## config.mk

```make
export PLATFORM = sky130hd
export DESIGN_NAME = lcd_line_timing_registers
export DESIGN_NICKNAME = d
export VERILOG_FILES = /design/src/sv/lcdt_pkg.sv /design/src/sv/lcdt_timing.sv /design/src/sv/lcdt_regfile.sv /design/src/sv/lcd_line_timing_registers.sv
export SDC_FILE = /design/constraint.sdc
export NUM_CORES = 1
export LEC_CHECK = 0
export BUFFER_PORTS_ARGS = -buffer_cell sky130_fd_sc_hd__buf_4
export CAP_MARGIN = 20
export CORE_ASPECT_RATIO = 1.1
export CORE_MARGIN = 1.5
export CORE_UTILIZATION = 55
export CTS_BUF_LIST = sky130_fd_sc_hd__clkbuf_16
export DETAILED_ROUTE_END_ITERATION = 16
export GPL_TIMING_DRIVEN = 0
export PLACE_DENSITY = 0.82
export RECOVER_POWER = 100
export SLEW_MARGIN = 30
export SYNTH_ARGS = -nofsm -noshare
export SYNTH_HDL_FRONTEND = slang
export SYNTH_SLANG_ARGS = --single-unit
export TNS_END_PERCENT = 30
```

## constraint.sdc

```tcl
create_clock -name i_clk -period 3.5 [get_ports i_clk]
set_clock_uncertainty 0.2 [all_clocks]
set_input_delay 0 -clock i_clk [delete_from_list [all_inputs] [get_ports i_clk]]
set_output_delay 0 -clock i_clk [all_outputs]
set_load 0.01 [all_outputs]
```

## src/sv/lcdt_pkg.sv

```systemverilog
package lcdt_pkg;

    // Line timing
    localparam int LINE_CYCLES   = 456;
    localparam int SEARCH_CYCLES = 80;
    localparam int DRAW_CYCLES   = 172;
    localparam int VISIBLE_LINES = 144;
    localparam int BLANK_LINES   = 10;

    localparam int DOT_W  = 9;
    localparam int LINE_W = 8;
    localparam int BYTE_W = 8;

    // Dot thresholds within a line, line thresholds within a frame
    localparam logic [DOT_W-1:0]  SEARCH_END   = DOT_W'(SEARCH_CYCLES);
    localparam logic [DOT_W-1:0]  DRAW_END     = DOT_W'(SEARCH_CYCLES + DRAW_CYCLES);
    localparam logic [DOT_W-1:0]  LINE_END     = DOT_W'(LINE_CYCLES);
    localparam logic [LINE_W-1:0] VBLANK_START = LINE_W'(VISIBLE_LINES);
    localparam logic [LINE_W-1:0] FRAME_LINES  = LINE_W'(VISIBLE_LINES + BLANK_LINES);

    // Register map (low address byte)
    localparam logic [BYTE_W-1:0] ADDR_CONTROL  = 8'h40;
    localparam logic [BYTE_W-1:0] ADDR_STATUS   = 8'h41;
    localparam logic [BYTE_W-1:0] ADDR_SCROLL_Y = 8'h42;
    localparam logic [BYTE_W-1:0] ADDR_SCROLL_X = 8'h43;
    localparam logic [BYTE_W-1:0] ADDR_LINE     = 8'h44;
    localparam logic [BYTE_W-1:0] ADDR_COMPARE  = 8'h45;
    localparam logic [BYTE_W-1:0] ADDR_DMA      = 8'h46;
    localparam logic [BYTE_W-1:0] ADDR_BG_PAL   = 8'h47;
    localparam logic [BYTE_W-1:0] ADDR_OBJ_PAL0 = 8'h48;
    localparam logic [BYTE_W-1:0] ADDR_OBJ_PAL1 = 8'h49;
    localparam logic [BYTE_W-1:0] ADDR_WIN_Y    = 8'h4A;
    localparam logic [BYTE_W-1:0] ADDR_WIN_X    = 8'h4B;

    // Reset values and fixed bytes
    localparam logic [BYTE_W-1:0] CONTROL_RST     = 8'h91;
    localparam logic [BYTE_W-1:0] STATUS_RST      = 8'h85;
    localparam logic [BYTE_W-1:0] BG_PAL_RST      = 8'hFC;
    localparam logic [BYTE_W-1:0] OBJ_PAL_RST     = 8'hFF;
    localparam logic [BYTE_W-1:0] STATUS_KEEP     = 8'b1111_1100;
    localparam logic [BYTE_W-1:0] STATUS_FORCED   = 8'h80;
    localparam logic [BYTE_W-1:0] READ_IDLE_VALUE = 8'hFF;

    typedef enum logic [1:0] {
        MODE_HBLANK = 2'd0,
        MODE_VBLANK = 2'd1,
        MODE_SEARCH = 2'd2,
        MODE_DRAW   = 2'd3
    } t_mode;

    typedef enum logic [1:0] {
        OP_TICK  = 2'd0,
        OP_READ  = 2'd1,
        OP_WRITE = 2'd2,
        OP_NOP   = 2'd3
    } t_op;

    typedef struct packed {
        logic [1:0]        op;
        logic [BYTE_W-1:0] reg_addr;
        logic [BYTE_W-1:0] write_data;
    } t_in_item;

    typedef struct packed {
        logic [BYTE_W-1:0] read_data;
        logic              lcd_irq;
        logic [1:0]        mode;
        logic [LINE_W-1:0] line;
    } t_out_item;

    // Mode update from the timing unit to the status register
    typedef struct packed {
        logic  touch;
        t_mode mode;
    } t_mode_evt;

endpackage

```

## src/sv/lcdt_timing.sv

```systemverilog
module lcdt_timing (
    input  logic                       i_clk,
    input  logic                       i_rst_n,
    input  logic                       i_tick,
    output logic [lcdt_pkg::LINE_W-1:0] o_line_cur,
    output logic [lcdt_pkg::LINE_W-1:0] o_line_next,
    output lcdt_pkg::t_mode            o_mode_next,
    output lcdt_pkg::t_mode_evt        o_evt
);
    import lcdt_pkg::*;

    t_mode              r_mode, n_mode;
    logic [DOT_W-1:0]   r_dot,  n_dot;
    logic [LINE_W-1:0]  r_line, n_line;
    logic [DOT_W-1:0]   dot_inc;
    logic [LINE_W-1:0]  line_inc;
    logic               touch;

    // State registers
    always_ff @(posedge i_clk) begin
        if (!i_rst_n) begin
            r_mode <= MODE_SEARCH;
            r_dot  <= '0;
            r_line <= '0;
        end else begin
            r_mode <= n_mode;
            r_dot  <= n_dot;
            r_line <= n_line;
        end
    end

    // Next state: dot counter, mode sequence, line counter
    always_comb begin
        dot_inc  = r_dot + DOT_W'(1);
        line_inc = r_line + LINE_W'(1);
        n_mode   = r_mode;
        n_dot    = r_dot;
        n_line   = r_line;
        touch    = 1'b0;
        if (i_tick) begin
            n_dot = dot_inc;
            touch = 1'b1;
            unique case (r_mode)
                MODE_SEARCH: begin
                    if (dot_inc >= SEARCH_END) n_mode = MODE_DRAW;
                    else touch = 1'b0;
                end
                MODE_DRAW: begin
                    if (dot_inc >= DRAW_END) n_mode = MODE_HBLANK;
                    else touch = 1'b0;
                end
                MODE_HBLANK: begin
                    if (dot_inc >= LINE_END) begin
                        n_line = line_inc;
                        n_mode = (line_inc >= VBLANK_START) ? MODE_VBLANK : MODE_SEARCH;
                        n_dot  = '0;
                    end else begin
                        touch = 1'b0;
                    end
                end
                MODE_VBLANK: begin
                    // every vblank tick refreshes the status mode bits
                    if (dot_inc >= LINE_END) begin
                        n_dot = '0;
                        if (line_inc >= FRAME_LINES) begin
                            n_line = '0;
                            n_mode = MODE_SEARCH;
                        end else begin
                            n_line = line_inc;
                        end
                    end
                end
            endcase
        end
    end

    assign o_line_cur  = r_line;
    assign o_line_next = n_line;
    assign o_mode_next = n_mode;
    assign o_evt.touch = touch;
    assign o_evt.mode  = n_mode;

endmodule

```

## src/sv/lcdt_regfile.sv

```systemverilog
module lcdt_regfile (
    input  logic                        i_clk,
    input  logic                        i_rst_n,
    input  logic                        i_rd_en,
    input  logic                        i_wr_en,
    input  logic [lcdt_pkg::BYTE_W-1:0] i_addr,
    input  logic [lcdt_pkg::BYTE_W-1:0] i_wdata,
    input  logic [lcdt_pkg::LINE_W-1:0] i_line,
    input  lcdt_pkg::t_mode_evt         i_evt,
    output logic [lcdt_pkg::BYTE_W-1:0] o_rdata,
    output logic                        o_irq
);
    import lcdt_pkg::*;

    logic [BYTE_W-1:0] r_control, r_status, r_scroll_y, r_scroll_x, r_compare, r_dma;
    logic [BYTE_W-1:0] r_bg_pal, r_obj_pal0, r_obj_pal1, r_win_y, r_win_x;

    // Register writes; status low bits follow the timing unit
    always_ff @(posedge i_clk) begin
        if (!i_rst_n) begin
            r_control  <= CONTROL_RST;
            r_status   <= STATUS_RST;
            r_scroll_y <= '0;
            r_scroll_x <= '0;
            r_compare  <= '0;
            r_dma      <= '0;
            r_bg_pal   <= BG_PAL_RST;
            r_obj_pal0 <= OBJ_PAL_RST;
            r_obj_pal1 <= OBJ_PAL_RST;
            r_win_y    <= '0;
            r_win_x    <= '0;
        end else begin
            if (i_evt.touch) begin
                r_status <= (r_status & STATUS_KEEP) | BYTE_W'(i_evt.mode);
            end
            if (i_wr_en) begin
                unique case (i_addr)
                    ADDR_CONTROL:  r_control  <= i_wdata;
                    ADDR_STATUS:   r_status   <= (i_wdata & STATUS_KEEP) | STATUS_FORCED;
                    ADDR_SCROLL_Y: r_scroll_y <= i_wdata;
                    ADDR_SCROLL_X: r_scroll_x <= i_wdata;
                    ADDR_COMPARE:  r_compare  <= i_wdata;
                    ADDR_DMA:      r_dma      <= i_wdata;
                    ADDR_BG_PAL:   r_bg_pal   <= i_wdata;
                    ADDR_OBJ_PAL0: r_obj_pal0 <= i_wdata;
                    ADDR_OBJ_PAL1: r_obj_pal1 <= i_wdata;
                    ADDR_WIN_Y:    r_win_y    <= i_wdata;
                    ADDR_WIN_X:    r_win_x    <= i_wdata;
                    default: ;     // line register is read only, others unmapped
                endcase
            end
        end
    end

    // Read decode
    always_comb begin
        o_rdata = READ_IDLE_VALUE;
        if (i_rd_en) begin
            unique case (i_addr)
                ADDR_CONTROL:  o_rdata = r_control;
                ADDR_STATUS:   o_rdata = r_status;
                ADDR_SCROLL_Y: o_rdata = r_scroll_y;
                ADDR_SCROLL_X: o_rdata = r_scroll_x;
                ADDR_LINE:     o_rdata = i_line;
                ADDR_COMPARE:  o_rdata = r_compare;
                ADDR_DMA:      o_rdata = r_dma;
                ADDR_BG_PAL:   o_rdata = r_bg_pal;
                ADDR_OBJ_PAL0: o_rdata = r_obj_pal0;
                ADDR_OBJ_PAL1: o_rdata = r_obj_pal1;
                ADDR_WIN_Y:    o_rdata = r_win_y;
                ADDR_WIN_X:    o_rdata = r_win_x;
                default:       o_rdata = READ_IDLE_VALUE;
            endcase
        end
    end

    // Compare write against the current line
    assign o_irq = i_wr_en && (i_addr == ADDR_COMPARE) && (i_wdata == i_line);

endmodule

```

## src/sv/lcd_line_timing_registers.sv

```systemverilog
// LCD line timing and register block.
// Input channel (i_in_valid / o_in_stall / i_in_item): each item is a dot tick,
// a register read or a register write (addresses 0x40..0x4B).
// Output channel (o_out_valid / i_out_stall / o_out_item): exactly one result
// per item, in order: read data (0xFF unless a mapped read), compare interrupt,
// and the mode and line counter after the item.
// Stages: two register stages (input register, then result register); an
// item moves on to the result register when that register is empty or its
// result is taken. Throughput: one item per cycle while the receiver does not
// stall; the timing and register state update as the item's result is loaded.
// When the receiver stalls, the result register holds and the input register
// fills; o_in_stall rises only once both are occupied, and drops in the cycle
// the result is taken.
// Reset (i_rst_n low, synchronous) empties both registers and returns the
// block to line 0, sprite search, dot 0, with the register reset values.
module lcd_line_timing_registers (
    input  logic                i_clk,
    input  logic                i_rst_n,
    input  logic                i_in_valid,
    output logic                o_in_stall,
    input  lcdt_pkg::t_in_item  i_in_item,
    output logic                o_out_valid,
    input  logic                i_out_stall,
    output lcdt_pkg::t_out_item o_out_item
);
    import lcdt_pkg::*;

    logic              r_in_valid;
    t_in_item          r_in_item;
    logic              r_out_valid;
    t_out_item         r_out_item;
    logic              advance, fire, accept;
    logic [LINE_W-1:0] line_cur, line_next;
    t_mode             mode_next;
    t_mode_evt         evt;
    logic [BYTE_W-1:0] rdata;
    logic              irq;

    // Handshake
    assign advance    = !r_out_valid || !i_out_stall;
    assign fire       = r_in_valid && advance;
    assign o_in_stall = r_in_valid && !advance;
    assign accept     = i_in_valid && !o_in_stall;

    // Input register
    always_ff @(posedge i_clk) begin
        if (!i_rst_n) begin
            r_in_valid <= 1'b0;
        end else if (accept) begin
            r_in_valid <= 1'b1;
        end else if (fire) begin
            r_in_valid <= 1'b0;
        end
    end

    always_ff @(posedge i_clk) begin
        if (accept) begin
            r_in_item <= i_in_item;
        end
    end

    lcdt_timing u_timing (
        .i_clk       (i_clk),
        .i_rst_n     (i_rst_n),
        .i_tick      (fire && (r_in_item.op == OP_TICK)),
        .o_line_cur  (line_cur),
        .o_line_next (line_next),
        .o_mode_next (mode_next),
        .o_evt       (evt)
    );

    lcdt_regfile u_regs (
        .i_clk   (i_clk),
        .i_rst_n (i_rst_n),
        .i_rd_en (r_in_item.op == OP_READ),
        .i_wr_en (fire && (r_in_item.op == OP_WRITE)),
        .i_addr  (r_in_item.reg_addr),
        .i_wdata (r_in_item.write_data),
        .i_line  (line_cur),
        .i_evt   (evt),
        .o_rdata (rdata),
        .o_irq   (irq)
    );

    // Result register
    always_ff @(posedge i_clk) begin
        if (!i_rst_n) begin
            r_out_valid <= 1'b0;
        end else if (fire) begin
            r_out_valid <= 1'b1;
        end else if (!i_out_stall) begin
            r_out_valid <= 1'b0;
        end
    end

    always_ff @(posedge i_clk) begin
        if (fire) begin
            r_out_item.read_data <= rdata;
            r_out_item.lcd_irq   <= irq;
            r_out_item.mode      <= mode_next;
            r_out_item.line      <= line_next;
        end
    end

    assign o_out_valid = r_out_valid;
    assign o_out_item  = r_out_item;

endmodule

```

# Word level (Yosys, flattened, before mapping)
# Cells that the tools add are included.
# Widths: inputs -> output; s select.
# classes
add_sub_neg	2
magnitude_cmp	5
eq_ne	19
n_mux	28
n_bitwise	1
n_reduce_logical	26
# op_table
op	n
$eq 8x7->1 const B	12
$pmux 8 s12	1
$mux 8	7
$reduce_and 2->1	10
$mux 9	2
$ge 8x8->1 const B	2
$pmux 8 s2	1
$mux 2	7
$add 9x1->9 const B	1
$ge 9x7->1 const B	1
$ge 9x8->1 const B	1
$ge 9x9->1 const B	1
$add 8x1->8 const B	1
$eq 8x8->1	1
$mux 1	8
$or 8x2->8	1
$pmux 2 s4	1
$logic_and 1x1->1	7
$eq 2x2->1 const B	3
$eq 2x1->1 const B	2
$logic_not 1->1	4
$logic_not 2->1	2
$pmux 1 s3	1
$ne 2x1->1 const B	1
3 further kinds	3
# totals
reg_bits	146
inputBits	22
out_inout_bits	21
word_cells	104

# Logic depth before layout (Yosys ltp)
# Gate-level depths: netlist (run 1).
# depth
depth_word	10
mapped_depth	11
depth_no_buf	8

# Modules after synthesis
# A second synthesis (run 1) with hierarchy kept.
# unflattened
cells_unflattened	730
hier_area_um2	7335.8
# by_module_without_submodules
module	n_inst	cells_per_inst	area_each_um2	seq_area_each_um2
lcdt_regfile	1	466	4489.3	1761.7
lcdt_timing	1	216	1620.3	380.4
lcd_line_timing_registers	1	48	1226.2	1151.1

# Worst setup path before layout (run 1)
# Ideal clock, no wire load.
# synth_path
kind	register -> register
start	register u_timing.r_dot[0]
end	register r_out_item (netlist bit o_out_item[3]) (data pin)
setup_ps	257
arrival_time_ps	2370
required_time_ps	3043
setup_slack_ps	672
path_stages_with_launch	10
n_path_buf	1
period_less_slack_ps	2828
cell_sequence	dfxtp_1 ha_1 nand3_4 or3_4 a311o_1 a2111oi_2 buf_4 nand4_1 xnor2_1 nor2_1
# synth_via
elab_chain_cells	5
elab_cells_between_ends	6
classes_between	add/sub: 1; order compare: 1; mux: 4
# synth_rtl
element	line_no	rtl
from (decl)	lcdt_timing.sv:13	logic [DOT_W-1:0] r_dot, n_dot;
from (signal assigned)	lcdt_timing.sv:27	r_dot <= n_dot;
$add 9x1->9 *	lcdt_timing.sv:34	dot_inc = r_dot + DOT_W'(1);
$ge 9x9->1 *	lcdt_timing.sv:53, lcdt_timing.sv:63	
$mux 8, on equally long branches	lcdt_timing.sv:63, lcdt_timing.sv:53	
$pmux 8 s2 *	lcdt_timing.sv:43	unique case (r_mode)
$mux 8 *	lcdt_timing.sv:40	if (i_tick) begin
net line_next[3]	lcd_line_timing_registers.sv:33	logic [LINE_W-1:0] line_cur, line_next;
to (decl)	lcd_line_timing_registers.sv:31	t_out_item r_out_item;
# The timed path passes the listed nets; every way through them passes the cells marked *.
# A chain may end at the register's enable or synchronous reset.

# Worst setup path after layout (run 1)
# Same ends and word-level chain as after synthesis.

==> results_dict.tcl, run 1 <==
set metrics [dict create \
    status "complete, but fails checks" \
    violations "capacitance limit, slew limit" \
    clockBufferDepth 2 \
    first_global_vias 5620 \
    diodes 0 \
    edff_count_synth 37 \
    timing_worst_setup_path_type "flip-flop to flip-flop" \
    dieArea_sq_um 12900 \
    worst-slew-pin-transition_ns 1.91 \
    core_area_sq_um 12000 \
    clk-insertion-delay-late_ns 0.43 \
    final.period_utilization_pct 92.3 \
    final_cell_count_no_fill 937 \
    final-max-slew-violation-count 19 \
    post_drt_wl_per_cell_um 19.5 \
    detailedRoute.firstPassIterationCount 6 \
    num_vias 5749 \
    fraction_of_synthesized_cell_area_taken_by_the_top_area_cell_type_pct 32.4 \
    synth_commonest_cells "dfxtp_1 (109), nand2_1 (80), mux2i_1 (57)" \
    syn_avg_cell_area_sq_um 9.83 \
    finalCoreUtilization_pct 66.1 \
    grt.overflow.total 0 \
    maximum_number_of_pins_on_one_net_before_global_route_repair 20 \
    number_of_antenna_violations_at_the_first_check_in_global_routing 0 \
    wire_length_reported_by_the_detailed_router_um 18300 \
    synth_most_common_cell "dfxtp_1" \
    timing.reg2reg.setup_slack_ns 0.27 \
    dp_hpwl_um 12200 \
    area_growth_syn_to_layout_pct 17.7 \
    grt_pass1_wl_um 28800 \
    end_kind "flip-flop" \
    multiInputGateArea_sq_um 3180 \
    flip_flop_count_of_the_largest_register_all_copies_and_words_added 19 \
    place.port_buffers 42 \
    ys_types 59 \
    timing.final.setup_violations 0 \
    detailroute.wirelength.met2_um 9050 \
    post_drt_via_cell_ratio 6.14 \
    max_cap_violations 1 \
    route.top_layer_used "met4" \
    wirelength_met1_um 7140 \
    timing.max_slew.rel_slack_pct -27.5 \
    required_time_of_the_critical_path_ns 3.48 \
    cts_tree "done" \
    route.antenna.remaining_nets 0 \
    timing.final.hold_violations 0 \
    detailedRoute.firstIterationViolations 655 \
    syn_area_sq_um 6730 \
    place_inst 883 \
    yosys.area.top_type "dfxtp_1" \
    gpl.final_weighted_congestion 0.947 \
    final_net_count 797 \
    ctsRootBufferMaster "clkbuf_16" \
    die_width_um 108 \
    worst_setup_path_start_kind "flip-flop" \
    drt_drc_violations_left 0 \
    static_leakage_nw 2.70 \
    route.met3.wl_um 1420 \
    yosysWarnings 0 \
    holdCritPathClass "input pin to flip-flop" \
    fin_crit_ns 3.23 \
    num_rows 42 \
    postCtsSetupRepairBufs 0 \
    drive_above_1_share_pct 10.5 \
    synth-async-reset-ratio_pct 0 \
    tritoncts.num_buffers 17 \
    syn_inst 685 \
    final.setup.tns_ns 0 \
    cp_max_fo 10 \
    grt.total_usage_pct 29.4 \
    timing.critical_path.arrival_ns 3.21 \
    die_height_um 119 \
    clock_sinks 146 \
    ys_seq_area_share_pct 48.9 \
    cts_max_level 4 \
    floorplan.initialDensity_pct 56.2 \
    postSynthNetCount 712 \
    reg_clk_slew_reported_paths_ns 0.06 \
    place_area_sq_um 7280 \
    maximum_clock_frequency_mhz 309 \
    netlist_top_cells_area "dfxtp_1 (32%), edfxtp_1 (17%), mux2i_1 (8.5%)" \
    grt_setup_unrepaired "no" \
    final_instance_area_sq_um 7920 \
    layout.filler_cells 957 \
    top_level_ports 43 \
    ys_seq_elements 146 \
    ff_latch_area_sq_um 3290 \
    max-vdd-ir-drop_v 0.000392 \
    total_power_w 0.00357 \
    pwr_density_cell_nw_per_um2 451 \
    most_frequently_used_flop_master_after_synthesis "dfxtp_1" \
]
[cells in the final DEF, fill, tap and decap left out, types with 4 or more instances in the layout]
master         count
dfxtp_1          109
nand2_1           80
mux2i_1           57
clkbuf_1          53
nor2b_1           51
nand3_1           50
nor2_1            39
edfxtp_1          37
dlygate4sd3_1     22
clkbuf_4          18
a221oi_1          17
buf_2             17
clkbuf_16         17
xor2_1            15
xnor2_1           14
inv_1             14
a21oi_1           12
a21boi_0          11
a22o_1            10
o21ai_0            8
nor3_1             8
nor3_2             8
a22oi_1            7
a222oi_1           7
and3_1             7
nand4_1            6
nor4_1             5
ha_1               5
clkinv_1           5
and2_1             4
nand3b_1           4
nand2b_1           4
clkinvlp_4         4
[critical path: stages (launching register included)]
cell and delay (ns):
dfxtp_1 0.41, ha_1 0.36, nand3_4 0.15, or3_1 0.43, a311o_1 0.35, a2111oi_2 0.42
buf_4 0.25, nand4_1 0.12, xnor2_1 0.22, nor2_1 0.06
[report_power, final]
part | internal (W) | switching, W
combinational | 0.0000625 | 0.0000911
clock | 0.000953 | 0.000697
sequential | 0.00175 | 0.0000141
total | 0.00277 | 0.000802
[worst paths after layout]
| kind | from | end | cells after the start |
|---|---|---|---|
| worst max-delay path | u_timing.r_dot[0]$_SDFFE_PN0P_ | o_out_item[3]$_DFFE_PP_ | 9 |
| worst min-delay path | i_in_item[0] | r_in_item[0]$_DFFE_PP_ | 2 |
| worst max register to register | u_timing.r_dot[0]$_SDFFE_PN0P_ | o_out_item[3]$_DFFE_PP_ | 9 |
| worst min register to register | u_regs.r_status[7]$_SDFFE_PN1P_ | u_regs.r_status[7]$_SDFFE_PN1P_ | 1 |
[timing repair]
action | in CTS | in global routing
hold endpoints to repair | 66 | 0
endpoints found under the setup margin | 0 | 6
hold buffers | 22 | 0
gates resized for setup | 0 | 1
[final cells by class]
type,count,area share [%]
timing repair buffer,66,5.84
inverter,12,0.569
clock buffer,17,5.37
buffer,51,2.84
sequential,146,41.6
multi-input combinational,476,40.1
clock inverter,15,1.28
tap,154,2.43
[per-layer routing]
layer  GRT usage [%]  vias up
met2            49.1      307
met4            15.7        0
met5               0        -
li1                -     2628
met1            35.0     2750
met3            5.97       64
[logic make-up after synthesis]
kind of cell | share of synthesized area [%]
AND/OR/NAND/NOR | 21.9
flip-flops | 48.9
AO/OA/AOI/OAI | 11.8
buffers and inverters | 4.05
multiplexers | 8.64
XOR/XNOR | 3.77
adder cells (fa/ha/maj) | 0.929
[through the flow]
| step | hold slack (ns) | setup slack, ns |
|---|---|---|
| after floorplan | -0.101 | 0.672 |
| after global placement | -0.0213 | -0.669 |
| after detailed placement | -0.0207 | 0.312 |
| after CTS | 0.0858 | 0.278 |
| after global routing | 0.113 | 0.107 |
| final | 0.109 | 0.268 |
(Power assumes the default switching activity.)
==> run 2: changes to the inputs <==
CTS_BUF_LIST = default   (was sky130_fd_sc_hd__clkbuf_16)
==> run 2 against run 1 <==
Effect of this change:
- the run still ends with capacitance limit, slew limit left
- global-route usage grew 0.20 points
- core utilization grew 0.37 points
- via count grew 0.37%
- sequential power is essentially flat
- clock power grew 9%
- worst hold slack lost 0.0089 ns
- power grew 4.1%
- register-to-register slack lost 0.06 ns
- largest cell class unchanged
- highest routed layer unchanged
==> results_dict.tcl, run 2 (synthesized netlist as in run 1, its figures left out) <==
set metrics [dict create \
    route.antenna.remaining_nets 0 \
    final-max-slew-violation-count 19 \
    drive_above_1_share_pct 10.7 \
    place_inst 883 \
    final.period_utilization_pct 94.1 \
    grt.overflow.total 0 \
    worst_setup_path_start_kind "flip-flop" \
    die_width_um 108 \
    first_global_vias 5670 \
    status "complete, but fails checks" \
    worst-slew-pin-transition_ns 1.95 \
    detailedRoute.firstIterationViolations 746 \
    clock_sinks 146 \
    switching_power_w 0.000813 \
    pwr_density_cell_nw_per_um2 467 \
    timing.final.hold_violations 0 \
    violations "capacitance limit, slew limit" \
    required_time_of_the_critical_path_ns 3.60 \
    clk-insertion-delay-late_ns 0.43 \
    timing_worst_setup_path_type "flip-flop to flip-flop" \
    timing.final.setup_violations 0 \
    post_drt_via_cell_ratio 6.16 \
    max-vdd-ir-drop_v 0.000401 \
    number_of_antenna_violations_at_the_first_check_in_global_routing 0 \
    postCtsSetupRepairBufs 0 \
    grt.total_usage_pct 29.6 \
    finalCoreUtilization_pct 66.5 \
    flip_flop_count_of_the_largest_register_all_copies_and_words_added 19 \
    drt_drc_violations_left 0 \
    final_cell_count_no_fill 937 \
    fin_crit_ns 3.29 \
    clockPowerShare_pct 48.4 \
    diodes 0 \
    holdCritPathClass "input pin to flip-flop" \
    wire_length_reported_by_the_detailed_router_um 18400 \
    end_kind "flip-flop" \
    top_level_ports 43 \
    ctsResizeCount 0 \
    reg_clk_slew_reported_paths_ns 0.06 \
    max_cap_violations 1 \
    ctsRootBufferMaster "clkbuf_16" \
    combinational_share_of_power_pct 4.1 \
    tritoncts.num_buffers 17 \
    grt_setup_unrepaired "no" \
    num_rows 42 \
    final_net_count 797 \
    dieArea_sq_um 12900 \
    area_growth_syn_to_layout_pct 18.3 \
    post_drt_wl_per_cell_um 19.7 \
    cp_max_fo 10 \
    cts_tree "done" \
    core_area_sq_um 12000 \
    die_height_um 119 \
    floorplan.initialDensity_pct 56.2 \
    place.port_buffers 42 \
    cell_internal_pwr_w 0.00290 \
    clockBufferDepth 2 \
    timing.critical_path.arrival_ns 3.39 \
    sequentialPowerShare_pct 47.5 \
    layout.cells.most_common_list "dfxtp_1 (109), nand2_1 (80), clkbuf_1 (58), mux2i_1 (57), nor2b_1 (51)" \
    gpl.final_weighted_congestion 0.947 \
    static_leakage_nw 2.71 \
    timing.max_slew.rel_slack_pct -30.1 \
    p_sw_share_pct 21.9 \
    num_vias 5770 \
    most_common_cell_after_layout_fill_and_taps_aside "dfxtp_1" \
    maximum_number_of_pins_on_one_net_before_global_route_repair 20 \
    cts_max_level 4 \
    dp_hpwl_um 12200 \
    grt_pass1_wl_um 29000 \
    detailedRoute.firstPassIterationCount 8 \
    maximum_clock_frequency_mhz 304 \
]
## run 2: cell types whose count changed in the layout (fill, tap and decap cells not counted)
| cell | change |
|---|---|
| buf_2 | -3 |
| buf_6 | -1 |
| clkbuf_1 | +5 |
| clkbuf_2 | +1 |
| clkbuf_8 | +6 |
| clkinv_1 | -5 |
| inv_1 | -2 |
| inv_2 | -1 |
| nor3_2 | +1 |
| nor3_4 | -1 |
## run 2: power groups by stage
stage / Clock [W] / Sequential, W / Combinational [W]
final: 0.00180 / 0.00177 / 0.000152
after global routing: 0.00186 / 0.00177 / 0.000162
after CTS: 0.00179 / 0.00177 / 0.000158
after detailed placement: 0 / 0.00180 / 0.000137
after global placement: 0 / 0.00180 / 0.000132
after floorplan: 0 / 0.00180 / 0.0000720
## run 2: timing repair
item | 4_1_cts | 5_1_grt
hold buffers | 22 | 0
hold endpoints to repair | 66 | 0
endpoints found under the setup margin | 0 | 0
## run 2: area by class of cell
cell class | count | area (sq um)
Buffer | 51 | 215
Multi-Input combinational cell | 476 | 3170
Clock buffer | 25 | 515
Inverter | 12 | 45.0
Fill cell | 948 | 4020
Timing Repair Buffer | 66 | 463
Sequential cell | 146 | 3290
Clock inverter | 7 | 71.3
Tap cell | 154 | 193
## run 2: stage by stage
| step | power [W] | TNS [ns] | setup slack (ns) | instance area, sq um | hold WS (ns) |
|---|---|---|---|---|---|
| after floorplan | 0.00187 | 0 | 0.672 | 6730 | -0.101 |
| after global placement | 0.00193 | -3.24 | -0.669 | 7240 | -0.0213 |
| after detailed placement | 0.00194 | 0 | 0.312 | 7280 | -0.0207 |
| after CTS | 0.00372 | 0 | 0.274 | 8090 | 0.0863 |
| after global routing | 0.00379 | 0 | 0.0513 | 7970 | 0.111 |
| final | 0.00372 | 0 | 0.206 | 7970 | 0.0998 |
## run 2: worst paths after layout
path / startpoint / slack [ns] / to / depth (start not counted)
setup / recovery: u_timing.r_dot[0]$_SDFFE_PN0P_ / 0.21 / u_timing.r_dot[3]$_SDFFE_PN0P_ / 9
setup reg to reg: u_timing.r_dot[0]$_SDFFE_PN0P_ / 0.21 / u_timing.r_dot[3]$_SDFFE_PN0P_ / 9
hold / removal: i_in_item[14] / 0.1 / r_in_item[14]$_DFFE_PP_ / 2
hold reg to reg: u_regs.r_status[7]$_SDFFE_PN1P_ / 0.26 / u_regs.r_status[7]$_SDFFE_PN1P_ / 1
## run 2: metal layers
layer  track usage, %  share of wire (%)  up-vias
met5                0                  0        -
met4             14.9                3.6        0
met3             5.64                7.2       62
met2             49.8                 50      300
met1             35.6                 40     2783
li1                 -                  -     2625
## run 2: critical path, cell delays in order (launching register included)
cell and delay, ns:
dfxtp_1 0.41, ha_1 0.36, nand3_4 0.15, or3_1 0.43
a311o_1 0.36, a2111oi_2 0.42, buf_4 0.26, nand2b_1 0.12
clkbuf_1 0.35, nor2_1 0.10
==> run 3: changes to the inputs <==
clock period = 3.3 ns   (was 3.5 ns; I/O delays follow)
==> run 3 against run 2 <==
Effect of this change:
- the run still ends with capacitance limit, slew limit left
- non-clock buffer count did not move
- critical path depth fell by 3
- fmax up 3.2%
- largest cell class unchanged
- register-to-register slack got worse by 0.099 ns
==> results_dict.tcl, run 3 (synthesized netlist as in run 1, its figures left out) <==
set metrics [dict create \
    drt_drc_violations_left 0 \
    status "complete, but fails checks" \
    die_width_um 108 \
    timing.critical_path.arrival_ns 3.26 \
    final.setup.tns_ns 0 \
    clockBufferDepth 2 \
    critical_path.reg2reg.endpoint "u_regs.r_bg_pal[7]$_SDFFE_PN1P_" \
    wire_length_reported_by_the_detailed_router_um 18400 \
    end_kind "flip-flop" \
    top_level_ports 43 \
    max-vdd-ir-drop_v 0.000423 \
    grt.total_usage_pct 29.6 \
    final-max-slew-violation-count 19 \
    detailedRoute.firstPassIterationCount 8 \
    num_vias 5742 \
    worst_setup_path_start_kind "flip-flop" \
    post_drt_via_cell_ratio 6.13 \
    timing_worst_setup_path_type "flip-flop to flip-flop" \
    grt_setup_unrepaired "no" \
    tritoncts.num_buffers 17 \
    final_instance_area_sq_um 7990 \
    dp_hpwl_um 12200 \
    maximum_number_of_pins_on_one_net_before_global_route_repair 20 \
    p_sw_share_pct 21.9 \
    die_height_um 119 \
    whs_endpoint "r_in_item[14]$_DFFE_PP_" \
    route.antenna.remaining_nets 0 \
    hp-start "i_in_item[14]" \
    gpl.final_weighted_congestion 0.947 \
    fin_crit_ns 3.19 \
    final_cell_count_no_fill 937 \
    timing.final.hold_violations 0 \
    diodes 0 \
    clockPowerShare_pct 48.4 \
    combinational_share_of_power_pct 4.1 \
    cts_tree "done" \
    grt.overflow.total 0 \
    most_common_cell_after_layout_fill_and_taps_aside "dfxtp_1" \
    dieArea_sq_um 12900 \
    final_net_count 797 \
    violations "capacitance limit, slew limit" \
    num_rows 42 \
    cts_max_level 4 \
    worst-slew-pin-transition_ns 1.92 \
    final.period_utilization_pct 96.7 \
    holdCritPathClass "input pin to flip-flop" \
    number_of_antenna_violations_at_the_first_check_in_global_routing 0 \
    worstHoldPathCells 2 \
    critical_path.reg2reg.startpoint "r_in_item[13]$_DFFE_PP_" \
    flip_flop_count_of_the_largest_register_all_copies_and_words_added 19 \
    cell_internal_pwr_w 0.00308 \
    maximum_clock_frequency_mhz 313 \
    place_inst 883 \
    cp_max_fo 9 \
    floorplan.initialDensity_pct 56.2 \
    clock_sinks 146 \
    place.port_buffers 42 \
    timing.reg2reg.setup_slack_ns 0.11 \
    timing.final.setup_violations 0 \
    reg_clk_slew_reported_paths_ns 0.06 \
    layout.cells.most_common_list "dfxtp_1 (109), nand2_1 (80), mux2i_1 (57), clkbuf_1 (56), nor2b_1 (51)" \
    sequentialPowerShare_pct 47.5 \
    core_area_sq_um 12000 \
    static_leakage_nw 2.72 \
    ctsRootBufferMaster "clkbuf_16" \
    pwr_density_cell_nw_per_um2 494 \
    clk-insertion-delay-late_ns 0.43 \
    timing.max_slew.rel_slack_pct -28.1 \
    place_area_sq_um 7280 \
    drive_above_1_share_pct 11.2 \
    required_time_of_the_critical_path_ns 3.37 \
    max_cap_violations 1 \
    area_growth_syn_to_layout_pct 18.7 \
    first_global_vias 5670 \
    switching_power_w 0.000863 \
    timing.reg2reg.worst_path_depth 6 \
    grt_pass1_wl_um 29000 \
    detailedRoute.firstIterationViolations 665 \
    postCtsSetupRepairBufs 0 \
    post_drt_wl_per_cell_um 19.7 \
]
## run 3: critical path, cell delays in order (launching register included)
cell	delay (ns)
edfxtp_1	0.39
nor4b_1	0.57
nand3_1	0.34
nor2_1	0.73
nand2_1	0.48
nand2_1	0.21
nand3_1	0.11
## run 3: metrics by stage
step	utilization, %	setup slack (ns)	hold WS, ns	power, W
global route	66.7	0.00632	0.111	0.00402
finish	66.7	0.108	0.101	0.00394
detailed placement	60.8	0.112	-0.0207	0.00206
floorplan	-	0.472	-0.101	0.00199
CTS	67.5	0.0735	0.0863	0.00394
global placement	60.4	-0.869	-0.0213	0.00205
## run 3: how the worst max path moves through the flow
stage / slack (ns) / depth (start not counted) / from / to
floorplan: 0.47 / 9 / u_timing.r_dot[0]$_SDFFE_PN0P_ / o_out_item[3]$_DFFE_PP_
global placement: -0.87 / 5 / r_in_item[13]$_DFFE_PP_ / o_out_item[16]$_SDFFCE_PP1P_
detailed placement: 0.11 / 9 / u_timing.r_dot[0]$_SDFFE_PN0P_ / o_out_item[3]$_DFFE_PP_
CTS: 0.07 / 9 / u_timing.r_dot[0]$_SDFFE_PN0P_ / o_out_item[3]$_DFFE_PP_
global route: 0.006 / 9 / u_timing.r_dot[0]$_SDFFE_PN0P_ / o_out_item[6]$_DFFE_PP_
finish: 0.11 / 6 / r_in_item[13]$_DFFE_PP_ / u_regs.r_bg_pal[7]$_SDFFE_PN1P_
## run 3: routing by layer
| layer | global-route usage, % | vias to the layer above | part of all wire [%] |
|---|---|---|---|
| li1 | - | 2625 | - |
| met1 | 35.6 | 2742 | 39 |
| met2 | 49.8 | 317 | 49 |
| met5 | 0 | - | 0 |
| met3 | 5.64 | 58 | 8.0 |
| met4 | 14.9 | 0 | 3.5 |
## run 3: area by class of cell
cell class | instances | area [sq um]
inverter | 12 | 45.0
multi-input combinational | 476 | 3180
clock inverter | 7 | 71.3
sequential | 146 | 3290
timing repair buffer | 66 | 463
fill | 942 | 3990
clock buffer | 25 | 515
buffer | 51 | 224
tap | 154 | 193
## run 3: repair_timing
action / in CTS / in global routing
gates resized for setup: 0 / 4
hold buffers: 22 / 0
setup endpoints to repair: 0 / 11
hold endpoints to repair: 66 / 0
## run 3: power groups by stage
stage               Sequential (W)  Clock (W)  Combinational [W]
global route               0.00188    0.00197           0.000173
CTS                        0.00187    0.00190           0.000167
global placement           0.00191          0           0.000141
detailed placement         0.00191          0           0.000146
finish                     0.00187    0.00191           0.000163
floorplan                  0.00191          0          0.0000763
